===== src/rtl/core/i2cee_pkg.sv =====
// ----------------------------------------------------------------------------
// i2cee_pkg
// types and constants shared by the two-wire memory byte access master
// ----------------------------------------------------------------------------
`default_nettype none

package i2cee_pkg;

   typedef struct packed {
      logic [1:0] kind;
      logic [7:0] mem_addr;
      logic [7:0] write_data;
      logic       sda_in;
   } req_type;

   typedef struct packed {
      logic       scl_level;
      logic       sda_level;
      logic       sda_drive;
      logic       busy_res;
      logic       done_res;
      logic [7:0] read_byte;
      logic       ack_missing;
   } rsp_type;

   typedef struct packed {
      logic [6:0]  device_select;
      logic [15:0] ack_timeout;
      logic [15:0] post_stop_ticks;
   } cfg_type;

   typedef enum logic [3:0] {
      PH_IDLE,
      PH_TX_LO,
      PH_TX_HI,
      PH_ACK_LO,
      PH_ACK_HI,
      PH_RS_A,
      PH_RS_B,
      PH_RS_C,
      PH_RX_LO,
      PH_RX_HI,
      PH_NACK_LO,
      PH_NACK_HI,
      PH_STOP_A,
      PH_STOP_B,
      PH_STOP_C,
      PH_WAIT
   } phase_type;

   typedef enum logic [1:0] {
      STAGE_DEVICE,
      STAGE_ADDR,
      STAGE_DATA
   } stage_type;

   localparam logic [1:0] KIND_WRITE = 2'd1;
   localparam logic [1:0] KIND_READ  = 2'd2;

   localparam logic RW_WRITE = 1'b0;
   localparam logic RW_READ  = 1'b1;

   localparam logic [1:0] REG_DEVICE_SELECT   = 2'd0;
   localparam logic [1:0] REG_ACK_TIMEOUT     = 2'd1;
   localparam logic [1:0] REG_POST_STOP_TICKS = 2'd2;

   localparam logic [6:0]  DEVICE_SELECT_RESET   = 7'd80;
   localparam logic [15:0] ACK_TIMEOUT_RESET     = 16'd5000;
   localparam logic [15:0] POST_STOP_TICKS_RESET = 16'd250;

   localparam logic [3:0] BITS_PER_BYTE = 4'd8;

endpackage

`default_nettype wire


===== src/rtl/core/i2cee_fsm.sv =====
// ----------------------------------------------------------------------------
// i2cee_fsm
// bus sequencer: one tick per request, drives the bus levels and status
// ----------------------------------------------------------------------------
`default_nettype none

module i2cee_fsm
   import i2cee_pkg::*;
(
   input  wire logic    clock,
   input  wire logic    reset,
   input  wire logic    req_fire,
   input  wire req_type req_data,
   input  wire cfg_type cfg,
   output rsp_type      rsp_data
);

   phase_type   phase_ff, phase_in;
   stage_type   stage_ff, stage_in;
   logic [3:0]  bit_index_ff, bit_index_in;
   logic [7:0]  shift_byte_ff, shift_byte_in;
   logic [7:0]  captured_ff, captured_in;
   logic [15:0] wait_count_ff, wait_count_in;
   logic        is_read_ff, is_read_in;
   logic [7:0]  saved_addr_ff, saved_addr_in;
   logic [7:0]  saved_data_ff, saved_data_in;
   logic        timeout_ff, timeout_in;

   always_ff @(posedge clock) begin
      if (reset) begin
         phase_ff      <= PH_IDLE;
         stage_ff      <= STAGE_DEVICE;
         bit_index_ff  <= '0;
         shift_byte_ff <= '0;
         captured_ff   <= '0;
         wait_count_ff <= '0;
         is_read_ff    <= 1'b0;
         saved_addr_ff <= '0;
         saved_data_ff <= '0;
         timeout_ff    <= 1'b0;
      end else if (req_fire) begin
         phase_ff      <= phase_in;
         stage_ff      <= stage_in;
         bit_index_ff  <= bit_index_in;
         shift_byte_ff <= shift_byte_in;
         captured_ff   <= captured_in;
         wait_count_ff <= wait_count_in;
         is_read_ff    <= is_read_in;
         saved_addr_ff <= saved_addr_in;
         saved_data_ff <= saved_data_in;
         timeout_ff    <= timeout_in;
      end
   end

   logic [3:0]  bit_next;
   logic [15:0] wait_next;
   logic        scl, sl, dr, busy, done;

   assign bit_next  = bit_index_ff + 4'd1;
   assign wait_next = wait_count_ff + 16'd1;

   always_comb begin
      phase_in      = phase_ff;
      stage_in      = stage_ff;
      bit_index_in  = bit_index_ff;
      shift_byte_in = shift_byte_ff;
      captured_in   = captured_ff;
      wait_count_in = wait_count_ff;
      is_read_in    = is_read_ff;
      saved_addr_in = saved_addr_ff;
      saved_data_in = saved_data_ff;
      timeout_in    = timeout_ff;
      scl  = 1'b1;
      sl   = 1'b1;
      dr   = 1'b1;
      busy = 1'b1;
      done = 1'b0;

      case (phase_ff)
         PH_TX_LO: begin
            scl      = 1'b0;
            sl       = shift_byte_ff[7];
            phase_in = PH_TX_HI;
         end
         PH_TX_HI: begin
            sl            = shift_byte_ff[7];
            shift_byte_in = {shift_byte_ff[6:0], 1'b0};
            bit_index_in  = bit_next;
            phase_in      = (bit_next >= BITS_PER_BYTE) ? PH_ACK_LO : PH_TX_LO;
         end
         PH_ACK_LO: begin
            scl           = 1'b0;
            sl            = 1'b0;
            dr            = 1'b0;
            wait_count_in = '0;
            phase_in      = PH_ACK_HI;
         end
         PH_ACK_HI: begin
            sl = 1'b0;
            dr = 1'b0;
            if (req_data.sda_in && (wait_count_ff < cfg.ack_timeout)) begin
               wait_count_in = wait_next;
            end else begin
               if (req_data.sda_in) begin
                  timeout_in = 1'b1;
               end
               // continue with the next byte, a repeated start, the read or the stop
               case (stage_ff)
                  STAGE_DEVICE: begin
                     stage_in      = STAGE_ADDR;
                     shift_byte_in = saved_addr_ff;
                     bit_index_in  = '0;
                     phase_in      = PH_TX_LO;
                  end
                  STAGE_ADDR: begin
                     if (is_read_ff) begin
                        phase_in = PH_RS_A;
                     end else begin
                        stage_in      = STAGE_DATA;
                        shift_byte_in = saved_data_ff;
                        bit_index_in  = '0;
                        phase_in      = PH_TX_LO;
                     end
                  end
                  default: begin
                     if (is_read_ff) begin
                        shift_byte_in = '0;
                        bit_index_in  = '0;
                        phase_in      = PH_RX_LO;
                     end else begin
                        phase_in = PH_STOP_A;
                     end
                  end
               endcase
            end
         end
         PH_RS_A: begin
            scl      = 1'b0;
            phase_in = PH_RS_B;
         end
         PH_RS_B: begin
            phase_in = PH_RS_C;
         end
         PH_RS_C: begin
            sl            = 1'b0;
            stage_in      = STAGE_DATA;
            shift_byte_in = {cfg.device_select, RW_READ};
            bit_index_in  = '0;
            phase_in      = PH_TX_LO;
         end
         PH_RX_LO: begin
            scl      = 1'b0;
            sl       = 1'b0;
            dr       = 1'b0;
            phase_in = PH_RX_HI;
         end
         PH_RX_HI: begin
            sl            = 1'b0;
            dr            = 1'b0;
            shift_byte_in = {shift_byte_ff[6:0], req_data.sda_in};
            bit_index_in  = bit_next;
            if (bit_next >= BITS_PER_BYTE) begin
               captured_in = {shift_byte_ff[6:0], req_data.sda_in};
               phase_in    = PH_NACK_LO;
            end else begin
               phase_in = PH_RX_LO;
            end
         end
         PH_NACK_LO: begin
            scl      = 1'b0;
            phase_in = PH_NACK_HI;
         end
         PH_NACK_HI: begin
            phase_in = PH_STOP_A;
         end
         PH_STOP_A: begin
            scl      = 1'b0;
            sl       = 1'b0;
            phase_in = PH_STOP_B;
         end
         PH_STOP_B: begin
            sl       = 1'b0;
            phase_in = PH_STOP_C;
         end
         PH_STOP_C: begin
            wait_count_in = '0;
            if (cfg.post_stop_ticks == '0) begin
               done     = 1'b1;
               phase_in = PH_IDLE;
            end else begin
               phase_in = PH_WAIT;
            end
         end
         PH_WAIT: begin
            wait_count_in = wait_next;
            if (wait_next >= cfg.post_stop_ticks) begin
               done     = 1'b1;
               phase_in = PH_IDLE;
            end
         end
         default: begin
            phase_in = PH_IDLE;
            if ((req_data.kind == KIND_WRITE) || (req_data.kind == KIND_READ)) begin
               is_read_in    = (req_data.kind == KIND_READ);
               saved_addr_in = req_data.mem_addr;
               saved_data_in = req_data.write_data;
               timeout_in    = 1'b0;
               stage_in      = STAGE_DEVICE;
               wait_count_in = '0;
               sl            = 1'b0;
               shift_byte_in = {cfg.device_select, RW_WRITE};
               bit_index_in  = '0;
               phase_in      = PH_TX_LO;
            end else begin
               busy = 1'b0;
            end
         end
      endcase

      rsp_data.scl_level   = scl;
      rsp_data.sda_level   = sl;
      rsp_data.sda_drive   = dr;
      rsp_data.busy_res    = busy;
      rsp_data.done_res    = done;
      rsp_data.read_byte   = captured_in;
      rsp_data.ack_missing = timeout_in;
   end

endmodule

`default_nettype wire


===== src/rtl/core/i2cee_outbuf.sv =====
// ----------------------------------------------------------------------------
// i2cee_outbuf
// result register with one skid entry to take one more request under stall
// ----------------------------------------------------------------------------
`default_nettype none

module i2cee_outbuf
   import i2cee_pkg::*;
(
   input  wire logic    clock,
   input  wire logic    reset,
   input  wire logic    push,
   input  wire rsp_type push_data,
   output logic         full,
   output logic         rsp_valid,
   input  wire logic    rsp_stall,
   output rsp_type      rsp_payload
);

   logic    main_valid_ff, main_valid_in;
   logic    skid_valid_ff, skid_valid_in;
   rsp_type main_ff, main_in;
   rsp_type skid_ff, skid_in;
   logic    pop;

   assign pop         = main_valid_ff && !rsp_stall;
   assign full        = skid_valid_ff;
   assign rsp_valid   = main_valid_ff;
   assign rsp_payload = main_ff;

   always_comb begin
      main_valid_in = main_valid_ff;
      skid_valid_in = skid_valid_ff;
      main_in       = main_ff;
      skid_in       = skid_ff;
      if (skid_valid_ff) begin
         if (pop) begin
            main_in       = skid_ff;
            skid_valid_in = 1'b0;
         end
      end else if (push) begin
         if (!main_valid_ff || pop) begin
            main_in       = push_data;
            main_valid_in = 1'b1;
         end else begin
            skid_in       = push_data;
            skid_valid_in = 1'b1;
         end
      end else if (pop) begin
         main_valid_in = 1'b0;
      end
   end

   always_ff @(posedge clock) begin
      if (reset) begin
         main_valid_ff <= 1'b0;
         skid_valid_ff <= 1'b0;
      end else begin
         main_valid_ff <= main_valid_in;
         skid_valid_ff <= skid_valid_in;
      end
      main_ff <= main_in;
      skid_ff <= skid_in;
   end

endmodule

`default_nettype wire


===== src/rtl/core/i2c_eeprom_byte_access_master_unit.sv =====
// ----------------------------------------------------------------------------
// i2c_eeprom_byte_access_master_unit
// a result is formed combinationally from its request and the sequencer state, then registered in the result register
// throughput: one request per cycle while the skid entry is free, one result per request
// the sequencer state and a result register are the only stages
// reset: synchronous, active high; registers return to their reset values
// ----------------------------------------------------------------------------
`default_nettype none

module i2c_eeprom_byte_access_master_unit
   import i2cee_pkg::*;
(
   input  wire logic        clock,
   input  wire logic        reset,
   input  wire logic        req_valid,
   output logic             req_stall,
   input  wire req_type     req_payload,
   output logic             rsp_valid,
   input  wire logic        rsp_stall,
   output rsp_type          rsp_payload,
   input  wire logic        csr_psel,
   input  wire logic        csr_penable,
   input  wire logic        csr_pwrite,
   input  wire logic [3:0]  csr_paddr,
   input  wire logic [31:0] csr_pwdata,
   output logic [31:0]      csr_prdata,
   output logic             csr_pready
);

   cfg_type cfg_ff, cfg_in;
   logic    csr_write;
   logic    req_fire;
   logic    buf_full;
   rsp_type step_rsp;

   assign csr_pready = 1'b1;
   assign csr_write  = csr_psel && csr_penable && csr_pwrite && csr_pready;

   always_comb begin
      cfg_in = cfg_ff;
      if (csr_write) begin
         case (csr_paddr[3:2])
            REG_DEVICE_SELECT:   cfg_in.device_select   = csr_pwdata[6:0];
            REG_ACK_TIMEOUT:     cfg_in.ack_timeout     = csr_pwdata[15:0];
            REG_POST_STOP_TICKS: cfg_in.post_stop_ticks = csr_pwdata[15:0];
            default: ;
         endcase
      end
   end

   always_comb begin
      case (csr_paddr[3:2])
         REG_DEVICE_SELECT:   csr_prdata = {25'd0, cfg_ff.device_select};
         REG_ACK_TIMEOUT:     csr_prdata = {16'd0, cfg_ff.ack_timeout};
         REG_POST_STOP_TICKS: csr_prdata = {16'd0, cfg_ff.post_stop_ticks};
         default:             csr_prdata = '0;
      endcase
   end

   always_ff @(posedge clock) begin
      if (reset) begin
         cfg_ff.device_select   <= DEVICE_SELECT_RESET;
         cfg_ff.ack_timeout     <= ACK_TIMEOUT_RESET;
         cfg_ff.post_stop_ticks <= POST_STOP_TICKS_RESET;
      end else begin
         cfg_ff <= cfg_in;
      end
   end

   assign req_stall = buf_full;
   assign req_fire  = req_valid && !req_stall;

   i2cee_fsm u_fsm (
      .clock    (clock),
      .reset    (reset),
      .req_fire (req_fire),
      .req_data (req_payload),
      .cfg      (cfg_ff),
      .rsp_data (step_rsp)
   );

   i2cee_outbuf u_outbuf (
      .clock       (clock),
      .reset       (reset),
      .push        (req_fire),
      .push_data   (step_rsp),
      .full        (buf_full),
      .rsp_valid   (rsp_valid),
      .rsp_stall   (rsp_stall),
      .rsp_payload (rsp_payload)
   );

endmodule

`default_nettype wire


===== config.mk =====
export PLATFORM = sky130hd
export DESIGN_NAME = i2c_eeprom_byte_access_master_unit
export DESIGN_NICKNAME = d
export VERILOG_FILES = /design/src/rtl/core/i2cee_pkg.sv /design/src/rtl/core/i2cee_fsm.sv /design/src/rtl/core/i2cee_outbuf.sv /design/src/rtl/core/i2c_eeprom_byte_access_master_unit.sv
export SDC_FILE = /design/constraint.sdc
export NUM_CORES = 1
export LEC_CHECK = 0
export BUFFER_PORTS_ARGS = -buffer_cell sky130_fd_sc_hd__buf_2
export CAP_MARGIN = 25
export CELL_PAD_IN_SITES_DETAIL_PLACEMENT = 1
export CELL_PAD_IN_SITES_GLOBAL_PLACEMENT = 2
export CORE_UTILIZATION = 31
export DETAILED_ROUTE_END_ITERATION = 6
export PLACE_DENSITY = 0.8
export SYNTH_ARGS = -nofsm -noshare
export SYNTH_HDL_FRONTEND = slang
export SYNTH_SLANG_ARGS = --single-unit

===== constraint.sdc =====
create_clock -name clock -period 3.4 [get_ports clock]
set_input_delay 0.17 -clock clock [delete_from_list [all_inputs] [get_ports clock]]
set_output_delay 0.17 -clock clock [all_outputs]
set_load 0.005 [all_outputs]

==> run metrics <==
commonest non-fill, non-tap cells in the layout nand2_1 (125), dfxtp_1 (101), buf_2 (75); drt total wl 21,900 um; Area growth syn-to-layout 21.7%; Cell Pwr Density 469 nW/um^2; Initial Utilization 0.315; Post-synth EDFFs 28; share of cells above drive strength 1 0.192; post-DR vias/cell 5.26; Reg power frac 0.418; overall power 0.00406 W; vias in the first global route 6,336; CP Capture Type register; Area after DPL 7810 um^2; synth warn 0; post-route cell area 8670 um^2; Top-Level Pins 111; crit path max-delay cell type dfxtp_1; ant diodes 0; Iteration-0 DRC Markers 352; drt drc 0; library cells used by synthesis 59; status complete, no violations; Final Util 0.384; clk_skew 0.00758 ns; Hold Vio Cnt, Final 0; largest cells by area after synthesis dfxtp_1 (28%), edfxtp_1 (12%), nand2_1 (6.6%); Die H 154 um; Detailed Routing Iterations Pass 1 4; worst skew pair latency 0.43 ns; clk slew on worst S/H paths 0.06 ns; WL/cell 17.8 um; HP Class in2reg; Cell Area, Synth 7120 um^2; Max Fclk 311 MHz; Pint 0.00295 W; H-tree levels 4; largest net degree at the start of global routing 57; Die W 154 um; worst-margin pin slew 0.788 ns; slew margin rel. 0.474; Psw 0.00111 W; DRT antenna net count 0; start-to-end type of the worst setup path reg2reg; Final period util 0.946; startpoint types register; RSZ-0062 raised after global routing false; row count 55; routability cong. 0.805; HPWL after DPL 15,700 um; number of max-cap violations 0; Worst IR Drop VDD 0.242 mV; share of the synthesized area in the top cell type 0.284; Syn Inst Count 842; core area 22,600 um^2; power share of the clock group 0.454; most common cell after layout, fill and taps aside nand2_1; Buffers on Ports 75; final setup TNS 0 ns; Pleak 3.51 nW; Final Max Tran Viols 0; CTS tree built; CTS Sinks 129; initial antenna violation count 1; Worst Path Max Fanout 5; WP data required 3.73 ns; CTS buffer count 17; root buf cell clkbuf_16; largest stage delay on the critical path 0.34 ns; Top FF cell, synth dfxtp_1; dominant cell type by area after synthesis dfxtp_1; Seq/Total Area, Yosys 0.402; full die area 23,600 um^2; Syn Area/Cell 8.45 um^2; Via Count 6,490; asr flop ratio synth 0; critical path, cell by cell ha_1 > and3_1 > nand3_2 > nor3_2 > buf_4 > and3_1 > xor2_1 > ha_1 > and4_1 > o211ai_1 > o211ai_1 > a21oi_2 > a21o_1 > a32o_1 > a31o_2; Sw Share 0.273; Nets 1,032; Total Routing Usage GR 0.190; Setup-failing EPs final 0; CTS Buffer Depth 2; global-route wire length before repair 35,100 um; Logic pwr share 0.128; GRT overflow 0; critical path data arrival time 3.54 ns; min Tclk post-route 3.22 ns; FF+latch count, synth 129
-- cells by family after synthesis --
group                    share of synthesized area
XOR/XNOR                                    0.0197
buffers and inverters                       0.0682
flip-flops                                   0.402
AND/OR/NAND/NOR                              0.185
AO/OA/AOI/OAI                                0.189
multiplexers                                0.0758
other                                      0.00106
adder cells (fa/ha/maj)                     0.0598
-- per-layer routing --
| metal | vias up | global-route usage | part of all wire | wire (um) |
|---|---|---|---|---|
| met5 | - | 0 | 0.00046 | 10 |
| met1 | 3176 | 0.246 | 0.47 | 10200 |
| met3 | 21 | 0.0310 | 0.033 | 721 |
| met4 | 2 | 0.0614 | 0.013 | 289 |
| met2 | 114 | 0.323 | 0.49 | 10700 |
| li1 | 3177 | - | - | - |
-- registers in the layout (all words and copies together), names as in the netlist --
| signal | flops |
|---|---|
| u_outbuf.skid_ff | 14 |
| u_fsm.saved_data_ff | 8 |
| u_fsm.stage_ff | 2 |
| u_outbuf.rsp_valid | 1 |
| u_outbuf.full | 1 |
| u_fsm.saved_addr_ff | 8 |
| u_fsm.bit_index_ff | 4 |
| u_fsm.is_read_ff | 1 |
| u_fsm.captured_ff | 8 |
| cfg_ff | 39 |
| u_fsm.phase_ff | 4 |
| u_outbuf.rsp_payload | 14 |
| u_fsm.wait_count_ff | 16 |
| u_fsm.shift_byte_ff | 8 |
| u_fsm.timeout_ff | 1 |
-- per-stage QoR --
stage,setup slack [ns],hold WS [ns],instances
2_1_floorplan,0.197,0.295,857
3_3_place_gp,0.189,0.418,1176
3_5_place_dp,0.149,0.420,1176
4_1_cts,0.124,0.00255,1233
5_1_grt,0.0371,0.0127,1234
6_report,0.184,0.0139,1234
-- power by group through the flow --
| stage | Combinational [W] | Clock [W] | Sequential [W] |
|---|---|---|---|
| finish | 0.000521 | 0.00184 | 0.00170 |
| global route | 0.000574 | 0.00193 | 0.00170 |
| global placement | 0.000491 | 0 | 0.00173 |
| floorplan | 0.000334 | 0 | 0.00171 |
| CTS | 0.000524 | 0.00187 | 0.00170 |
| detailed placement | 0.000498 | 0 | 0.00173 |
-- final timing paths --
| check | endpoint | startpoint | slack, ns | depth (start not counted) |
|---|---|---|---|---|
| worst max register to register | u_fsm.phase_ff[3] | u_fsm.wait_count_ff[0] | 0.18 | 15 |
| worst max-delay path | u_fsm.phase_ff[3] | u_fsm.wait_count_ff[0] | 0.18 | 15 |
| worst min-delay path | cfg_ff[38] | csr_pwdata[6] | 0.01 | 3 |
| worst min register to register | u_fsm.saved_data_ff[1] | u_fsm.saved_data_ff[1] | 0.45 | 2 |
-- what timing repair did --
action                                  4_1_cts  5_1_grt
buffers inserted                              0        1
hold endpoints to repair                     33        0
gates resized for setup                       0        3
endpoints found under the setup margin        0        4
hold buffers                                 25        0
-- cell usage after synthesis (all sizes together), types with 8 or more instances --
cell and count:
buf 27, nor2b 8, o211ai 17, mux2i 19, o21ai 40, nor3 23, inv 36, nand2 125
dfxtp 101, mux2 31, clkbuf 45, edfxtp 28, a31oi 13, a21oi 74, a22o 9, nand4 8
xor2 9, a211oi 12, ha 34, nor2 69, nand3 21
-- critical path: cells and delay by family, from the launching register on --
kind | cells | cell delay (ns)
flip-flops | 1 | 0.34
adder cells (fa/ha/maj) | 2 | 0.49
AND/OR/NAND/NOR | 5 | 0.97
XOR/XNOR | 1 | 0.08
buffers and inverters | 1 | 0.16
AO/OA/AOI/OAI | 6 | 1.06
-- cell type report --
type | count | area, um^2
fill | 2698 | 13900
timing repair buffer | 132 | 866
inverter | 36 | 135
clock inverter | 11 | 130
multi-input combinational | 620 | 3860
tap | 285 | 357
sequential | 129 | 2860
clock buffer | 21 | 450
Note: power is estimated with default switching activity, not from simulation.
